**src/hdl/lsa_pkg.sv**
```systemverilog
`timescale 1ns / 1ps
`default_nettype none

package lsa_pkg;

  // Operation codes of the func field; codes 12 to 15 are unused
  typedef enum logic [3:0] {
    FN_LBU = 4'd0,
    FN_LHU = 4'd1,
    FN_LW  = 4'd2,
    FN_LB  = 4'd3,
    FN_LH  = 4'd4,
    FN_SB  = 4'd5,
    FN_SH  = 4'd6,
    FN_SW  = 4'd7,
    FN_LWL = 4'd8,
    FN_LWR = 4'd9,
    FN_SWL = 4'd10,
    FN_SWR = 4'd11
  } func_e;

  localparam int unsigned DataW  = 32;
  localparam int unsigned RegIdxW = 5;
  localparam int unsigned WaddrW = 30;
  localparam logic [DataW-1:0] AllOnes = 32'hffff_ffff;

  // One access request
  typedef struct packed {
    logic [3:0]         func;
    logic [DataW-1:0]   addr;
    logic [DataW-1:0]   reg_value;
    logic [DataW-1:0]   mem_word;
    logic [RegIdxW-1:0] dest_reg;
  } lsa_req_t;

  // One access result
  typedef struct packed {
    logic [WaddrW-1:0]  word_addr;
    logic               mem_write;
    logic [3:0]         byte_enable;
    logic [DataW-1:0]   mem_data;
    logic               reg_write;
    logic [RegIdxW-1:0] reg_index;
    logic [DataW-1:0]   reg_data;
    logic               misaligned;
  } lsa_rsp_t;

endpackage

`default_nettype wire

```
**src/hdl/lsa_req_if.sv**
```systemverilog
`timescale 1ns / 1ps
`default_nettype none

interface lsa_req_if;
  logic              valid;
  logic              ready;
  lsa_pkg::lsa_req_t payload;

  modport source (output valid, output payload, input ready);
  modport sink (input valid, input payload, output ready);
endinterface

`default_nettype wire

```
**src/hdl/lsa_rsp_if.sv**
```systemverilog
`timescale 1ns / 1ps
`default_nettype none

interface lsa_rsp_if;
  logic              valid;
  logic              ready;
  lsa_pkg::lsa_rsp_t payload;

  modport source (output valid, output payload, input ready);
  modport sink (input valid, input payload, output ready);
endinterface

`default_nettype wire

```
**src/hdl/lsa_stage.sv**
```systemverilog
`timescale 1ns / 1ps
`default_nettype none

// Pipeline register slice: takes a beat whenever empty or draining
module lsa_stage #(
  parameter type T = logic
) (
  input  wire logic clk_i,
  input  wire logic rst_ni,
  input  wire logic in_valid_i,
  output logic      in_ready_o,
  input  wire T     in_data_i,
  output logic      out_valid_o,
  input  wire logic out_ready_i,
  output T          out_data_o
);

  logic valid_q, valid_d;
  T     data_q;

  // Accept when the held beat leaves or nothing is held
  assign in_ready_o = !valid_q || out_ready_i;
  assign valid_d    = in_ready_o ? in_valid_i : valid_q;

  always_ff @(posedge clk_i or negedge rst_ni) begin
    if (!rst_ni) begin
      valid_q <= 1'b0;
    end else begin
      valid_q <= valid_d;
    end
  end

  // Load payload on every accepted beat
  always_ff @(posedge clk_i) begin
    if (in_ready_o && in_valid_i) begin
      data_q <= in_data_i;
    end
  end

  assign out_valid_o = valid_q;
  assign out_data_o  = data_q;

endmodule

`default_nettype wire

```
**src/hdl/lsa_align.sv**
```systemverilog
`timescale 1ns / 1ps
`default_nettype none

// Byte-lane alignment, extension and merge for one access
module lsa_align (
  input  wire lsa_pkg::lsa_req_t req_i,
  output lsa_pkg::lsa_rsp_t      rsp_o
);
  import lsa_pkg::*;

  logic [1:0]       lane;
  logic [4:0]       lo_sh;
  logic [4:0]       hi_sh;
  logic [DataW-1:0] mem_dn;
  logic [DataW-1:0] mem_up;
  logic [DataW-1:0] reg_dn;
  logic [DataW-1:0] reg_up;
  logic             half_mis;
  logic             word_mis;

  assign lane     = req_i.addr[1:0];
  assign lo_sh    = {lane, 3'b000};
  assign hi_sh    = {~lane, 3'b000};
  assign mem_dn   = req_i.mem_word >> lo_sh;
  assign mem_up   = req_i.mem_word << hi_sh;
  assign reg_dn   = req_i.reg_value >> hi_sh;
  assign reg_up   = req_i.reg_value << lo_sh;
  assign half_mis = lane[0];
  assign word_mis = (lane != 2'b00);

  // Decode the operation and build both write ports
  always_comb begin
    rsp_o             = '0;
    rsp_o.word_addr   = req_i.addr[DataW-1:2];
    rsp_o.reg_index   = req_i.dest_reg;
    case (req_i.func)
      FN_LBU: begin
        rsp_o.reg_write = 1'b1;
        rsp_o.reg_data  = {24'd0, mem_dn[7:0]};
      end
      FN_LB: begin
        rsp_o.reg_write = 1'b1;
        rsp_o.reg_data  = {{24{mem_dn[7]}}, mem_dn[7:0]};
      end
      FN_LHU: begin
        rsp_o.misaligned = half_mis;
        rsp_o.reg_write  = !half_mis;
        rsp_o.reg_data   = half_mis ? '0 : {16'd0, mem_dn[15:0]};
      end
      FN_LH: begin
        rsp_o.misaligned = half_mis;
        rsp_o.reg_write  = !half_mis;
        rsp_o.reg_data   = half_mis ? '0 : {{16{mem_dn[15]}}, mem_dn[15:0]};
      end
      FN_LW: begin
        rsp_o.misaligned = word_mis;
        rsp_o.reg_write  = !word_mis;
        rsp_o.reg_data   = word_mis ? '0 : req_i.mem_word;
      end
      FN_SB: begin
        rsp_o.mem_write   = 1'b1;
        rsp_o.mem_data    = {24'd0, req_i.reg_value[7:0]} << lo_sh;
        rsp_o.byte_enable = 4'b0001 << lane;
      end
      FN_SH: begin
        rsp_o.misaligned = half_mis;
        if (!half_mis) begin
          rsp_o.mem_write   = 1'b1;
          rsp_o.mem_data    = {16'd0, req_i.reg_value[15:0]} << lo_sh;
          rsp_o.byte_enable = 4'b0011 << lane;
        end
      end
      FN_SW: begin
        rsp_o.misaligned = word_mis;
        if (!word_mis) begin
          rsp_o.mem_write   = 1'b1;
          rsp_o.mem_data    = req_i.reg_value;
          rsp_o.byte_enable = 4'b1111;
        end
      end
      FN_LWL: begin
        rsp_o.reg_write = 1'b1;
        rsp_o.reg_data  = (req_i.reg_value & ~(AllOnes << hi_sh)) | mem_up;
      end
      FN_LWR: begin
        rsp_o.reg_write = 1'b1;
        rsp_o.reg_data  = (req_i.reg_value & ~(AllOnes >> lo_sh)) | mem_dn;
      end
      FN_SWL: begin
        rsp_o.mem_write   = 1'b1;
        rsp_o.mem_data    = (req_i.mem_word & ~(AllOnes >> hi_sh)) | reg_dn;
        rsp_o.byte_enable = 4'b1111;
      end
      FN_SWR: begin
        rsp_o.mem_write   = 1'b1;
        rsp_o.mem_data    = (req_i.mem_word & ~(AllOnes << lo_sh)) | reg_up;
        rsp_o.byte_enable = 4'b1111;
      end
      default: begin
        // unused codes write nothing
      end
    endcase
  end

endmodule

`default_nettype wire

```
**src/hdl/mips32_load_store_align_unit.sv**
```systemverilog
`timescale 1ns / 1ps
`default_nettype none

// Channel   Dir  Payload
// req_i     in   func, addr, reg_value, mem_word, dest_reg
// rsp_o     out  word_addr, mem_write, byte_enable, mem_data, reg_write,
//                reg_index, reg_data, misaligned
//
// One beat per cycle sustained while rsp_o accepts; each taken request beat
// passes through the input register, then the result register.
// The alignment logic between the two registers is shifts, masks and muxes.
// A stall on rsp_o fills the result register and then the input register;
// req_i.ready drops only when both hold a beat.
// Reset clears both valid flags; payload registers are not reset.
module mips32_load_store_align_unit (
  input  wire logic clk_i,
  input  wire logic rst_ni,
  lsa_req_if.sink   req_i,
  lsa_rsp_if.source rsp_o
);
  import lsa_pkg::*;

  logic     s1_valid;
  logic     s1_ready;
  lsa_req_t s1_req;
  lsa_rsp_t s1_rsp;

  // Register the incoming request
  lsa_stage #(.T(lsa_req_t)) u_req_stage (
    .clk_i       (clk_i),
    .rst_ni      (rst_ni),
    .in_valid_i  (req_i.valid),
    .in_ready_o  (req_i.ready),
    .in_data_i   (req_i.payload),
    .out_valid_o (s1_valid),
    .out_ready_i (s1_ready),
    .out_data_o  (s1_req)
  );

  // Align and merge
  lsa_align u_align (
    .req_i (s1_req),
    .rsp_o (s1_rsp)
  );

  // Register the result
  lsa_stage #(.T(lsa_rsp_t)) u_rsp_stage (
    .clk_i       (clk_i),
    .rst_ni      (rst_ni),
    .in_valid_i  (s1_valid),
    .in_ready_o  (s1_ready),
    .in_data_i   (s1_rsp),
    .out_valid_o (rsp_o.valid),
    .out_ready_i (rsp_o.ready),
    .out_data_o  (rsp_o.payload)
  );

  // A flagged access writes nothing
  a_mis_no_write: assert property (@(posedge clk_i) disable iff (!rst_ni)
    rsp_o.valid && rsp_o.payload.misaligned |->
      !rsp_o.payload.mem_write && !rsp_o.payload.reg_write)
    else $error("misaligned result carries a write");

  // Memory and register writes exclude each other
  a_one_write: assert property (@(posedge clk_i) disable iff (!rst_ni)
    rsp_o.valid |-> !(rsp_o.payload.mem_write && rsp_o.payload.reg_write))
    else $error("result writes both memory and register");

  // Byte enables present exactly for memory writes
  a_be_match: assert property (@(posedge clk_i) disable iff (!rst_ni)
    rsp_o.valid |-> (rsp_o.payload.mem_write == (rsp_o.payload.byte_enable != 4'd0)))
    else $error("byte enables disagree with mem_write");

  // An accepted request beat is held in the input register next cycle
  a_req_held: assert property (@(posedge clk_i) disable iff (!rst_ni)
    req_i.valid && req_i.ready |=> s1_valid)
    else $error("accepted request lost");

endmodule

`default_nettype wire
```
**src/flat_wrapper.sv**
```systemverilog
// flat-port wrapper written by rule: the top's interface ports become plain ports
module mips32_load_store_align_unit_flat import lsa_pkg::*;
  (clk_i, rst_ni, req_i_valid, req_i_payload, req_i_ready, rsp_o_valid, rsp_o_payload, rsp_o_ready);
  lsa_req_if req_i_i ();
  lsa_rsp_if rsp_o_i ();
  input  wire logic clk_i;
  input  wire logic rst_ni;
  input wire logic [$bits(req_i_i.valid)-1:0] req_i_valid;
  input wire logic [$bits(req_i_i.payload)-1:0] req_i_payload;
  output wire logic [$bits(req_i_i.ready)-1:0] req_i_ready;
  output wire logic [$bits(rsp_o_i.valid)-1:0] rsp_o_valid;
  output wire logic [$bits(rsp_o_i.payload)-1:0] rsp_o_payload;
  input wire logic [$bits(rsp_o_i.ready)-1:0] rsp_o_ready;
  assign req_i_i.valid = req_i_valid;
  assign req_i_i.payload = req_i_payload;
  assign req_i_ready = req_i_i.ready;
  assign rsp_o_valid = rsp_o_i.valid;
  assign rsp_o_payload = rsp_o_i.payload;
  assign rsp_o_i.ready = rsp_o_ready;
  mips32_load_store_align_unit u_core (.clk_i(clk_i), .rst_ni(rst_ni), .req_i(req_i_i), .rsp_o(rsp_o_i));
endmodule
```
**config.mk**
```make
export PLATFORM = sky130hd
export DESIGN_NAME = mips32_load_store_align_unit_flat
export DESIGN_NICKNAME = d
export VERILOG_FILES = /design/src/hdl/lsa_pkg.sv /design/src/hdl/lsa_req_if.sv /design/src/hdl/lsa_rsp_if.sv /design/src/hdl/lsa_stage.sv /design/src/hdl/lsa_align.sv /design/src/hdl/mips32_load_store_align_unit.sv /design/src/flat_wrapper.sv
export SDC_FILE = /design/constraint.sdc
export NUM_CORES = 1
export LEC_CHECK = 0
export BUFFER_PORTS_ARGS = -buffer_cell sky130_fd_sc_hd__buf_2
export CAP_MARGIN = 20
export CORE_ASPECT_RATIO = 2
export CORE_MARGIN = 8
export CORE_UTILIZATION = 44
export CTS_CLUSTER_DIAMETER = 30
export CTS_CLUSTER_SIZE = 10
export DETAILED_ROUTE_END_ITERATION = 7
export PLACE_DENSITY = 0.76
export SKIP_CTS_REPAIR_TIMING = 1
export SLEW_MARGIN = 10
export SYNTH_ARGS = -nofsm -noshare
export SYNTH_HDL_FRONTEND = slang
export SYNTH_SLANG_ARGS = --single-unit
```
**constraint.sdc**
```tcl
create_clock -name clk_i -period 5.5 [get_ports clk_i]
set_clock_uncertainty 0.05 [all_clocks]
set_input_delay 0.275 -clock clk_i [delete_from_list [all_inputs] [get_ports clk_i]]
set_output_delay 0.275 -clock clk_i [all_outputs]
set_load 0.05 [all_outputs]
```
==> impl_metrics.env, run 1 <==
export IMPL_status="finished with violations"
export IMPL_violations="negative hold slack"
export IMPL_antenna_left=0
export IMPL_cts_tree="yes"
export IMPL_synth_fp_nets=852
export IMPL_antenna_found_initial=0
export IMPL_grt_first_pass_wirelength_mm=45.1
export IMPL_core_area_um2=22600
export IMPL_max_cap_violations=0
export IMPL_synthCells=743
export IMPL_r2r_slack_ns=2.40
export IMPL_period_minus_slack_ns=3.10
export IMPL_yosys_warnings=0
export IMPL_n_fill_cell=1816
export IMPL_diodes=0
export IMPL_timing_critical_path_buf_inv=2
export IMPL_final_hold_viol_count=2
export IMPL_critical_path_top_delay_family="flip-flops"
export IMPL_clockRootBuffer="clkbuf_16"
export IMPL_final_common_cell="buf_2"
export IMPL_rows=78
export IMPL_path_cells="buf_4 -> buf_4 -> mux4_2 -> a222oi_1 -> o21ai_0"
export IMPL_preCtsSetupSlack_ns=2.44
export IMPL_reg2regPathDepth=5
export IMPL_fmax_ghz=0.322
export IMPL_hold_path_startpoint="rsp_o_ready"
export IMPL_synth_ff_type="edfxtp_1"
export IMPL_power_frac_seq_pct=44.0
export IMPL_wl_per_cell_um=23.4
export IMPL_peakVddDrop_uv=319
export IMPL_fin_ws_ns=2.40
export IMPL_cp_max_fo=33
export IMPL_r2r_start="u_core.u_req_stage.out_data_o[69]"
export IMPL_regArea_um2=6390
export IMPL_multi_input_area_um2=3350
export IMPL_dr_pass1_iters=7
export IMPL_final_max_slew_viol_count=0
export IMPL_internal_power_mw=3.37
export IMPL_drive_above_1_share_pct=28.9
export IMPL_hold_class="in2reg"
export IMPL_p_sw_mw=1.28
export IMPL_crit_top_cell="buf_4"
export IMPL_synth_edf_count=211
export IMPL_slew_headroom_pct=31.5
export IMPL_max_stage_delay_ns=1.02
export IMPL_place_congestion=0.939
export IMPL_final_cell_mix="buf_2, edfxtp_1, dlygate4sd3_1"
export IMPL_grt_pass1_vias=7692
export IMPL_die_area_um2=28300
export IMPL_finalInstanceArea_um2=13300
export IMPL_worst_setup_path_end_kind="flip-flop"
export IMPL_hold_depth=3
export IMPL_synth_seq_cells=213
export IMPL_overflow=0
export IMPL_synth_cell_area_um2=10100
export IMPL_drtIter0Drc=725
export IMPL_die_h_um=230
export IMPL_final_cells=1344
export IMPL_cp_required_ns=5.72
export IMPL_cts_sinks=213
export IMPL_worstSkewPairLatency_ns=0.57
export IMPL_rsz0062_at_grt="no"
export IMPL_grt_usage_pct=20.9
export IMPL_clockBufferDepth=3
export IMPL_clk_pin_slew_ns=0.05
export IMPL_initial_core_util_pct=44.5
export IMPL_power_frac_clock_pct=40.9
export IMPL_holdWs_ns=-0.0393
export IMPL_drcViolationCount=0
export IMPL_fin_tns_setup_ns=0
export IMPL_path_class="reg2reg"
export IMPL_tightest_slew_ns=1.03
export IMPL_swShare_pct=27.5
export IMPL_p_leak_nw=5.15
export IMPL_p_comb_share_pct=15.1
export IMPL_wirelength_mm=31.4
export IMPL_synth_cell_type_count=65
export IMPL_nNetsFinal=1160
export IMPL_ys_seq_area_share_pct=63.4
export IMPL_slowest_stage="edfxtp_1"
export IMPL_via_per_inst=5.87
export IMPL_fp_dieW_um=123
export IMPL_setup_violations=0
export IMPL_period_share_pct=56.4
export IMPL_ios=217
export IMPL_io_buffers=216
export IMPL_dp_hpwl_mm=21.7
export IMPL_vias=7888
export IMPL_post_place_cells=1191
export IMPL_powerDensity_nw_per_um2=349
export IMPL_cp_start_kind="flip-flop"
export IMPL_syn_to_final_growth_pct=32.2
export IMPL_grt_max_degree=87
export IMPL_cts_max_level=1
export IMPL_async_flop_share_pct=0.939
export IMPL_dpl_cell_area_um2=11300
export IMPL_path_depth=5
export IMPL_whs_endpoint="u_core.u_rsp_stage.out_valid_o"
export IMPL_r2r_end="u_core.u_rsp_stage.out_data_o[59]"
export IMPL_syn_avg_cell_area_um2=13.6
export IMPL_cts_made_buffers=31
export IMPL_arrival_ns=3.32
-- registers in the layout (all words and copies together) (netlist names) --
signal                          count
u_core.u_req_stage.out_data_o     105
u_core.u_rsp_stage.out_valid_o      1
u_core.u_rsp_stage.out_data_o     106
u_core.u_req_stage.out_valid_o      1
-- metal layers --
metal  share of wire (%)  wire [um]  GRT usage (%)  up-vias
met3                 7.4       2310           4.17      116
met2                  52      16400           35.8      442
met5                   0          0              0        -
met4                 6.0       1890           13.1        0
met1                  35      10900           22.9     3750
li1                    -          -              -     3580
-- cell families (layout without fill, tap and decap cells) --
logic type                after synthesis  count (layout)  share of synthesized area [%]
and+or+nand+nor                       185             185                           9.31
xor gates and xnor gates                2               2                          0.174
buffers and inverters                  66             387                           3.45
AOI/OAI and AO/OA                     202             202                           14.6
DFF                                   213             213                           63.4
muxes                                  75              75                           9.08
-- worst max-delay path by stage --
| stage | start | endpoint | slack (ns) |
|---|---|---|---|
| CTS | u_core.u_req_stage.out_data_o[69] | u_core.u_rsp_stage.out_data_o[55] | 2.42 |
| global route | u_core.u_req_stage.out_data_o[69] | u_core.u_rsp_stage.out_data_o[55] | 2.22 |
| finish | u_core.u_req_stage.out_data_o[69] | u_core.u_rsp_stage.out_data_o[59] | 2.40 |
| detailed placement | u_core.u_req_stage.out_data_o[69] | u_core.u_rsp_stage.out_data_o[55] | 2.44 |
| floorplan | u_core.u_rsp_stage.out_valid_o | u_core.u_req_stage.out_data_o[0] | 1.36 |
| global placement | u_core.u_req_stage.out_data_o[70] | u_core.u_rsp_stage.out_data_o[9] | 2.52 |
-- synthesized netlist by cell type (12+ instances only) --
cell,instances,share of area [%]
edfxtp_1,211,63
nand2_1,67,2.5
mux2i_1,52,5.2
o21ai_0,51,2.5
nor2_1,39,1.5
buf_2,34,1.7
o211ai_1,24,1.8
a21oi_1,21,1.0
a22oi_1,19,1.4
nand2b_1,18,1.1
a222oi_1,17,1.7
nand3_1,17,0.84
mux4_2,12,2.7
o221ai_1,12,1.0
-- area by class of cell --
cell class              instances  area share (%)
clock buffers                  32            5.85
clock inverters                14            1.47
inverters                      10           0.282
multi-input cells             464            25.2
flip-flops and latches        213            47.9
well taps                     280            2.63
repair buffers                331            16.7
-- power by group through the flow --
stage / clock, mW / sequential, mW / combinational (mW)
3_5_place_dp: 0 / 2.07 / 0.638
2_1_floorplan: 0 / 2.26 / 0.253
4_1_cts: 1.92 / 2.04 / 0.640
3_3_place_gp: 0 / 2.07 / 0.630
6_report: 1.90 / 2.04 / 0.701
5_1_grt: 1.98 / 2.05 / 0.743
-- stage by stage --
step	power, mW	util, %	hold WS, ns
2_1_floorplan	2.51	-	-0.0706
3_3_place_gp	2.70	49.8	0.0133
3_5_place_dp	2.71	49.8	0.0125
4_1_cts	4.60	54.1	-0.577
5_1_grt	4.78	58.9	0.00672
6_report	4.64	58.9	-0.0393
-- worst reg2reg max path, delay by kind of cell (launching register included) --
kind / cells / cell delay, ns
buffers and inverters: 2 / 0.82
AO/OA/AOI/OAI: 2 / 0.36
multiplexers: 1 / 0.55
flip-flops: 1 / 1.02
Power figures use the tool's default switching activity.
==> run 2: changes to the inputs <==
==> constraint.sdc (replaced) <==
create_clock -name clk_i -period 2.9 [get_ports clk_i]
set_clock_uncertainty 0.05 [all_clocks]
set_input_delay 0.145 -clock clk_i [delete_from_list [all_inputs] [get_ports clk_i]]
set_output_delay 0.145 -clock clk_i [all_outputs]
set_load 0.05 [all_outputs]
==> run 2 against run 1 <==
The flow now finishes without violations; global-route usage grew 0.45 points; maximum frequency grew 24%; first-iteration DRC count up 15%; critical path type unchanged; critical endpoint unchanged.
==> impl_metrics.env, run 2 (synthesized netlist as in run 1, its figures left out) <==
export IMPL_overflow=0
export IMPL_fmax_ghz=0.398
export IMPL_powerDensity_nw_per_um2=650
export IMPL_largest_reg_flops=106
export IMPL_cp_start_kind="flip-flop"
export IMPL_clockBufferDepth=3
export IMPL_rsz0062_at_grt="no"
export IMPL_fp_dieW_um=123
export IMPL_core_area_um2=22600
export IMPL_post_route_util_pct=60.4
export IMPL_period_minus_slack_ns=2.51
export IMPL_antenna_found_initial=0
export IMPL_worstSkewPairLatency_ns=0.56
export IMPL_path_class="reg2reg"
export IMPL_final_common_cell="buf_2"
export IMPL_nNetsFinal=1197
export IMPL_io_buffers=216
export IMPL_peakVddDrop_uv=610
export IMPL_max_cap_violations=0
export IMPL_fin_tns_setup_ns=0
export IMPL_period_share_pct=86.5
export IMPL_grt_pass1_vias=7955
export IMPL_worst_setup_path_end_kind="flip-flop"
export IMPL_clockRootBuffer="clkbuf_16"
export IMPL_cts_made_buffers=31
export IMPL_die_h_um=230
export IMPL_drcViolationCount=0
export IMPL_clk_pin_slew_ns=0.05
export IMPL_syn_to_final_growth_pct=35.7
export IMPL_initial_core_util_pct=44.5
export IMPL_hold_class="in2reg"
export IMPL_grt_max_degree=70
export IMPL_r2r_slack_ns=0.39
export IMPL_slew_headroom_pct=35.9
export IMPL_whs_endpoint="u_core.u_req_stage.out_data_o[8]"
export IMPL_arrival_ns=2.74
export IMPL_setup_violations=0
export IMPL_cts_sinks=213
export IMPL_die_area_um2=28300
export IMPL_place_congestion=0.941
export IMPL_dr_pass1_iters=6
export IMPL_r2r_end="u_core.u_rsp_stage.out_data_o[59]"
export IMPL_slowest_stage="edfxtp_1"
export IMPL_final_cells=1385
export IMPL_tightest_slew_ns=0.961
export IMPL_cp_required_ns=3.13
export IMPL_drive_above_1_share_pct=30.7
export IMPL_final_cell_mix="buf_2, edfxtp_1, dlygate4sd3_1"
export IMPL_preCtsSetupSlack_ns=0.454
export IMPL_status="completed"
export IMPL_wl_per_cell_um=23.8
export IMPL_hold_depth=2
export IMPL_cts_tree="yes"
export IMPL_reg2regPathDepth=5
export IMPL_grt_first_pass_wirelength_mm=46.0
export IMPL_post_place_cells=1225
export IMPL_cp_max_fo=35
export IMPL_final_max_slew_viol_count=0
export IMPL_grt_usage_pct=21.4
export IMPL_final_hold_viol_count=0
export IMPL_drtIter0Drc=836
export IMPL_dp_hpwl_mm=22.7
export IMPL_antenna_left=0
export IMPL_path_cells="buf_12 -> buf_4 -> mux4_2 -> a222oi_1 -> o21ai_0"
export IMPL_p_leak_nw=5.35
export IMPL_ios=217
export IMPL_rows=78
export IMPL_max_stage_delay_ns=0.62
export IMPL_via_per_inst=5.89
export IMPL_vias=8162
export IMPL_hold_path_startpoint="req_i_payload[8]"
export IMPL_fin_ws_ns=0.390
export IMPL_cts_max_level=1
export IMPL_n_fill_cell=1770
export IMPL_critical_path_top_delay_family="flip-flops"
export IMPL_wirelength_mm=32.9
export IMPL_r2r_start="u_core.u_req_stage.out_data_o[69]"
export IMPL_timing_critical_path_buf_inv=2
-- run 2: power by group --
group | total (mW) | leakage, nW | internal (mW) | switching [mW]
sequential | 3.86 | 2.08 | 3.68 | 0.186
clock | 3.63 | 0.475 | 2.28 | 1.35
combinational | 1.41 | 2.80 | 0.469 | 0.938
-- run 2: worst max-delay path by stage --
stage | startpoint | end | slack [ns] | cells after the start
finish | u_core.u_req_stage.out_data_o[69] | u_core.u_rsp_stage.out_data_o[59] | 0.39 | 5
global placement | u_core.u_req_stage.out_data_o[69] | u_core.u_rsp_stage.out_data_o[59] | 0.50 | 5
floorplan | u_core.u_rsp_stage.out_valid_o | u_core.u_rsp_stage.out_data_o[0] | 0.36 | 2
global route | u_core.u_req_stage.out_data_o[102] | u_core.u_rsp_stage.out_data_o[57] | 0.23 | 5
detailed placement | u_core.u_req_stage.out_data_o[70] | u_core.u_rsp_stage.out_data_o[59] | 0.45 | 5
CTS | u_core.u_req_stage.out_data_o[69] | u_core.u_rsp_stage.out_data_o[59] | 0.42 | 5
-- run 2: metrics by stage --
stage / instance area, um2 / power, mW / hold WS (ns)
2_1_floorplan: 10100 / 4.75 / -0.201
3_3_place_gp: 11600 / 5.17 / -0.120
3_5_place_dp: 11600 / 5.19 / -0.118
4_1_cts: 12600 / 8.79 / -0.703
5_1_grt: 13700 / 9.14 / 0.237
6_report: 13700 / 8.90 / 0.248
-- run 2: layout make-up --
class / instances / area [um2] / area share (%)
multi-input combinational: 464 / 3350 / 24.5
antenna: 1 / 2.50 / 0.0183
tap: 280 / 350 / 2.56
clock buffer: 33 / 783 / 5.73
clock inverter: 16 / 199 / 1.45
timing repair buffer: 368 / 2570 / 18.8
inverter: 10 / 37.5 / 0.274
sequential: 213 / 6390 / 46.7
-- run 2: metal layers --
| layer | track usage [%] | share of wire [%] |
|---|---|---|
| met1 | 22.8 | 34 |
| met2 | 35.9 | 51 |
| met3 | 4.81 | 8.7 |
| met4 | 15.4 | 6.5 |
| met5 | 0 | 0 |
==> run 3: changes to the inputs <==
--- a/config.mk
+++ b/config.mk
@@ -13,7 +13,7 @@
 export CTS_CLUSTER_DIAMETER = 30
 export CTS_CLUSTER_SIZE = 10
 export DETAILED_ROUTE_END_ITERATION = 7
-export PLACE_DENSITY = 0.76
+export PLACE_DENSITY = 0.72
 export SKIP_CTS_REPAIR_TIMING = 1
 export SLEW_MARGIN = 10
 export SYNTH_ARGS = -nofsm -noshare
==> run 3 against run 2 <==
Critical path depth stayed put; cell area fell by 0.40%; global-route usage is 0.068 points lower.
==> impl_metrics.env, run 3 (synthesized netlist as in run 1, its figures left out) <==
export IMPL_status="completed"
export IMPL_cp_max_fo=12
export IMPL_wirelength_mm=32.1
export IMPL_overflow=0
export IMPL_cp_required_ns=3.12
export IMPL_antenna_left=0
export IMPL_final_cell_mix="buf_2, edfxtp_1, dlygate4sd3_1"
export IMPL_period_share_pct=92.4
export IMPL_grt_pass1_vias=7825
export IMPL_slowest_stage="o21ai_0"
export IMPL_drive_above_1_share_pct=30.6
export IMPL_cts_made_buffers=30
export IMPL_final_hold_viol_count=0
export IMPL_clk_pin_slew_ns=0.06
export IMPL_final_common_cell="buf_2"
export IMPL_die_area_um2=28300
export IMPL_wl_per_cell_um=23.2
export IMPL_diodes=0
export IMPL_grt_usage_pct=21.3
export IMPL_clockBufferDepth=3
export IMPL_max_cap_violations=0
export IMPL_rows=78
export IMPL_dp_hpwl_mm=22.5
export IMPL_critical_path_top_delay_family="compound AO/OA/AOI/OAI gates"
export IMPL_hold_class="in2reg"
export IMPL_final_max_slew_viol_count=0
export IMPL_cts_max_level=1
export IMPL_dpl_cell_area_um2=11500
export IMPL_fmax_ghz=0.373
export IMPL_clockRootBuffer="clkbuf_16"
export IMPL_cts_sinks=213
export IMPL_tightest_slew_ns=0.973
export IMPL_powerDensity_nw_per_um2=648
export IMPL_fin_tns_setup_ns=0
export IMPL_max_stage_delay_ns=0.58
export IMPL_die_h_um=230
export IMPL_path_class="reg2reg"
export IMPL_cts_tree="yes"
export IMPL_core_area_um2=22600
export IMPL_initial_core_util_pct=44.5
export IMPL_slew_headroom_pct=34.9
export IMPL_worstSkewPairLatency_ns=0.55
export IMPL_syn_to_final_growth_pct=35.2
export IMPL_wl_met1_mm=11.2
export IMPL_final_cells=1384
export IMPL_peakVddDrop_uv=599
export IMPL_preCtsSetupSlack_ns=0.379
export IMPL_met2_length_mm=16.6
export IMPL_io_buffers=216
export IMPL_path_cells="buf_4 -> and2_1 -> a21oi_1 -> o31a_1 -> o21ai_0"
export IMPL_grt_max_degree=70
export IMPL_nNetsFinal=1194
export IMPL_drtIter0Drc=660
export IMPL_post_place_cells=1223
export IMPL_place_congestion=0.954
export IMPL_period_minus_slack_ns=2.68
export IMPL_highest_layer="met4"
export IMPL_worst_setup_path_end_kind="flip-flop"
export IMPL_rsz0062_at_grt="no"
export IMPL_setup_violations=0
export IMPL_via_per_inst=5.83
export IMPL_fp_dieW_um=123
export IMPL_antenna_found_initial=0
export IMPL_drcViolationCount=0
export IMPL_p_leak_nw=5.33
export IMPL_finalInstanceArea_um2=13600
export IMPL_ios=217
export IMPL_fin_ws_ns=0.222
export IMPL_wl_met3_mm=2.52
export IMPL_vias=8064
export IMPL_timing_critical_path_buf_inv=1
export IMPL_largest_reg_flops=106
export IMPL_dr_pass1_iters=6
export IMPL_grt_first_pass_wirelength_mm=45.6
export IMPL_cp_start_kind="flip-flop"
export IMPL_arrival_ns=2.90
-- run 3: cell count changes in the layout (fill, tap and decap cells not counted) --
cell        previous run  this run
buf_12                 6         3
buf_4                 36        37
clkbuf_1               2         7
clkbuf_16             31        30
clkbuf_8               0         1
clkinv_1               5         1
clkinv_2               0         2
clkinv_8               0         1
clkinvlp_4             1         2
diode_2                1         0
inv_6                  4         1
-- run 3: cell type report --
type                       count  area, um2
clock buffer                  38        791
clock inverter                13        191
fill                        1839       9020
inverter                      10       37.5
multi-input combinational    464       3350
sequential                   213       6390
tap                          280        350
timing repair buffer         366       2520
-- run 3: where the power goes --
part / leakage (nW) / switching [mW] / internal, mW
registers: 2.08 / 0.169 / 3.68
clock network: 0.471 / 1.32 / 2.27
logic: 2.78 / 0.941 / 0.458
total: 5.33 / 2.43 / 6.40
-- run 3: per-layer routing --
metal	vias to the layer above	global-route usage, %
met5	-	0
met4	0	13.2
met1	3846	22.8
met2	440	36.9
li1	3665	-
met3	113	4.49
-- run 3: path summary, 6_finish.rpt --
check | depth (start not counted) | slack [ns] | startpoint | endpoint
min in group asynchronous | 3 | 0.42 | rst_ni | u_core.u_rsp_stage.out_valid_o
hold / removal | 2 | 0.24 | req_i_payload[1] | u_core.u_req_stage.out_data_o[1]
max in group asynchronous | 3 | 2.26 | rst_ni | u_core.u_req_stage.out_valid_o
setup reg to reg | 5 | 0.22 | u_core.u_req_stage.out_data_o[102] | u_core.u_rsp_stage.out_data_o[7]
hold reg to reg | 0 | 0.36 | u_core.u_req_stage.out_data_o[81] | u_core.u_rsp_stage.out_data_o[86]
setup / recovery | 5 | 0.22 | u_core.u_req_stage.out_data_o[102] | u_core.u_rsp_stage.out_data_o[7]
-- run 3: through the flow --
step           power, mW  hold slack (ns)  utilization [%]
3_5_place_dp        5.17           -0.116             51.0
6_report            8.83            0.236             60.2
5_1_grt             9.08            0.244             60.2
4_1_cts             8.75           -0.692             55.3
3_3_place_gp        5.15           -0.120             51.0
2_1_floorplan       4.75           -0.201                -
-- run 3: worst reg2reg max path: stages, from the launching register on --
cell and delay (ns):
edfxtp_1 0.56, buf_4 0.25, and2_1 0.53, a21oi_1 0.14
o31a_1 0.29, o21ai_0 0.58
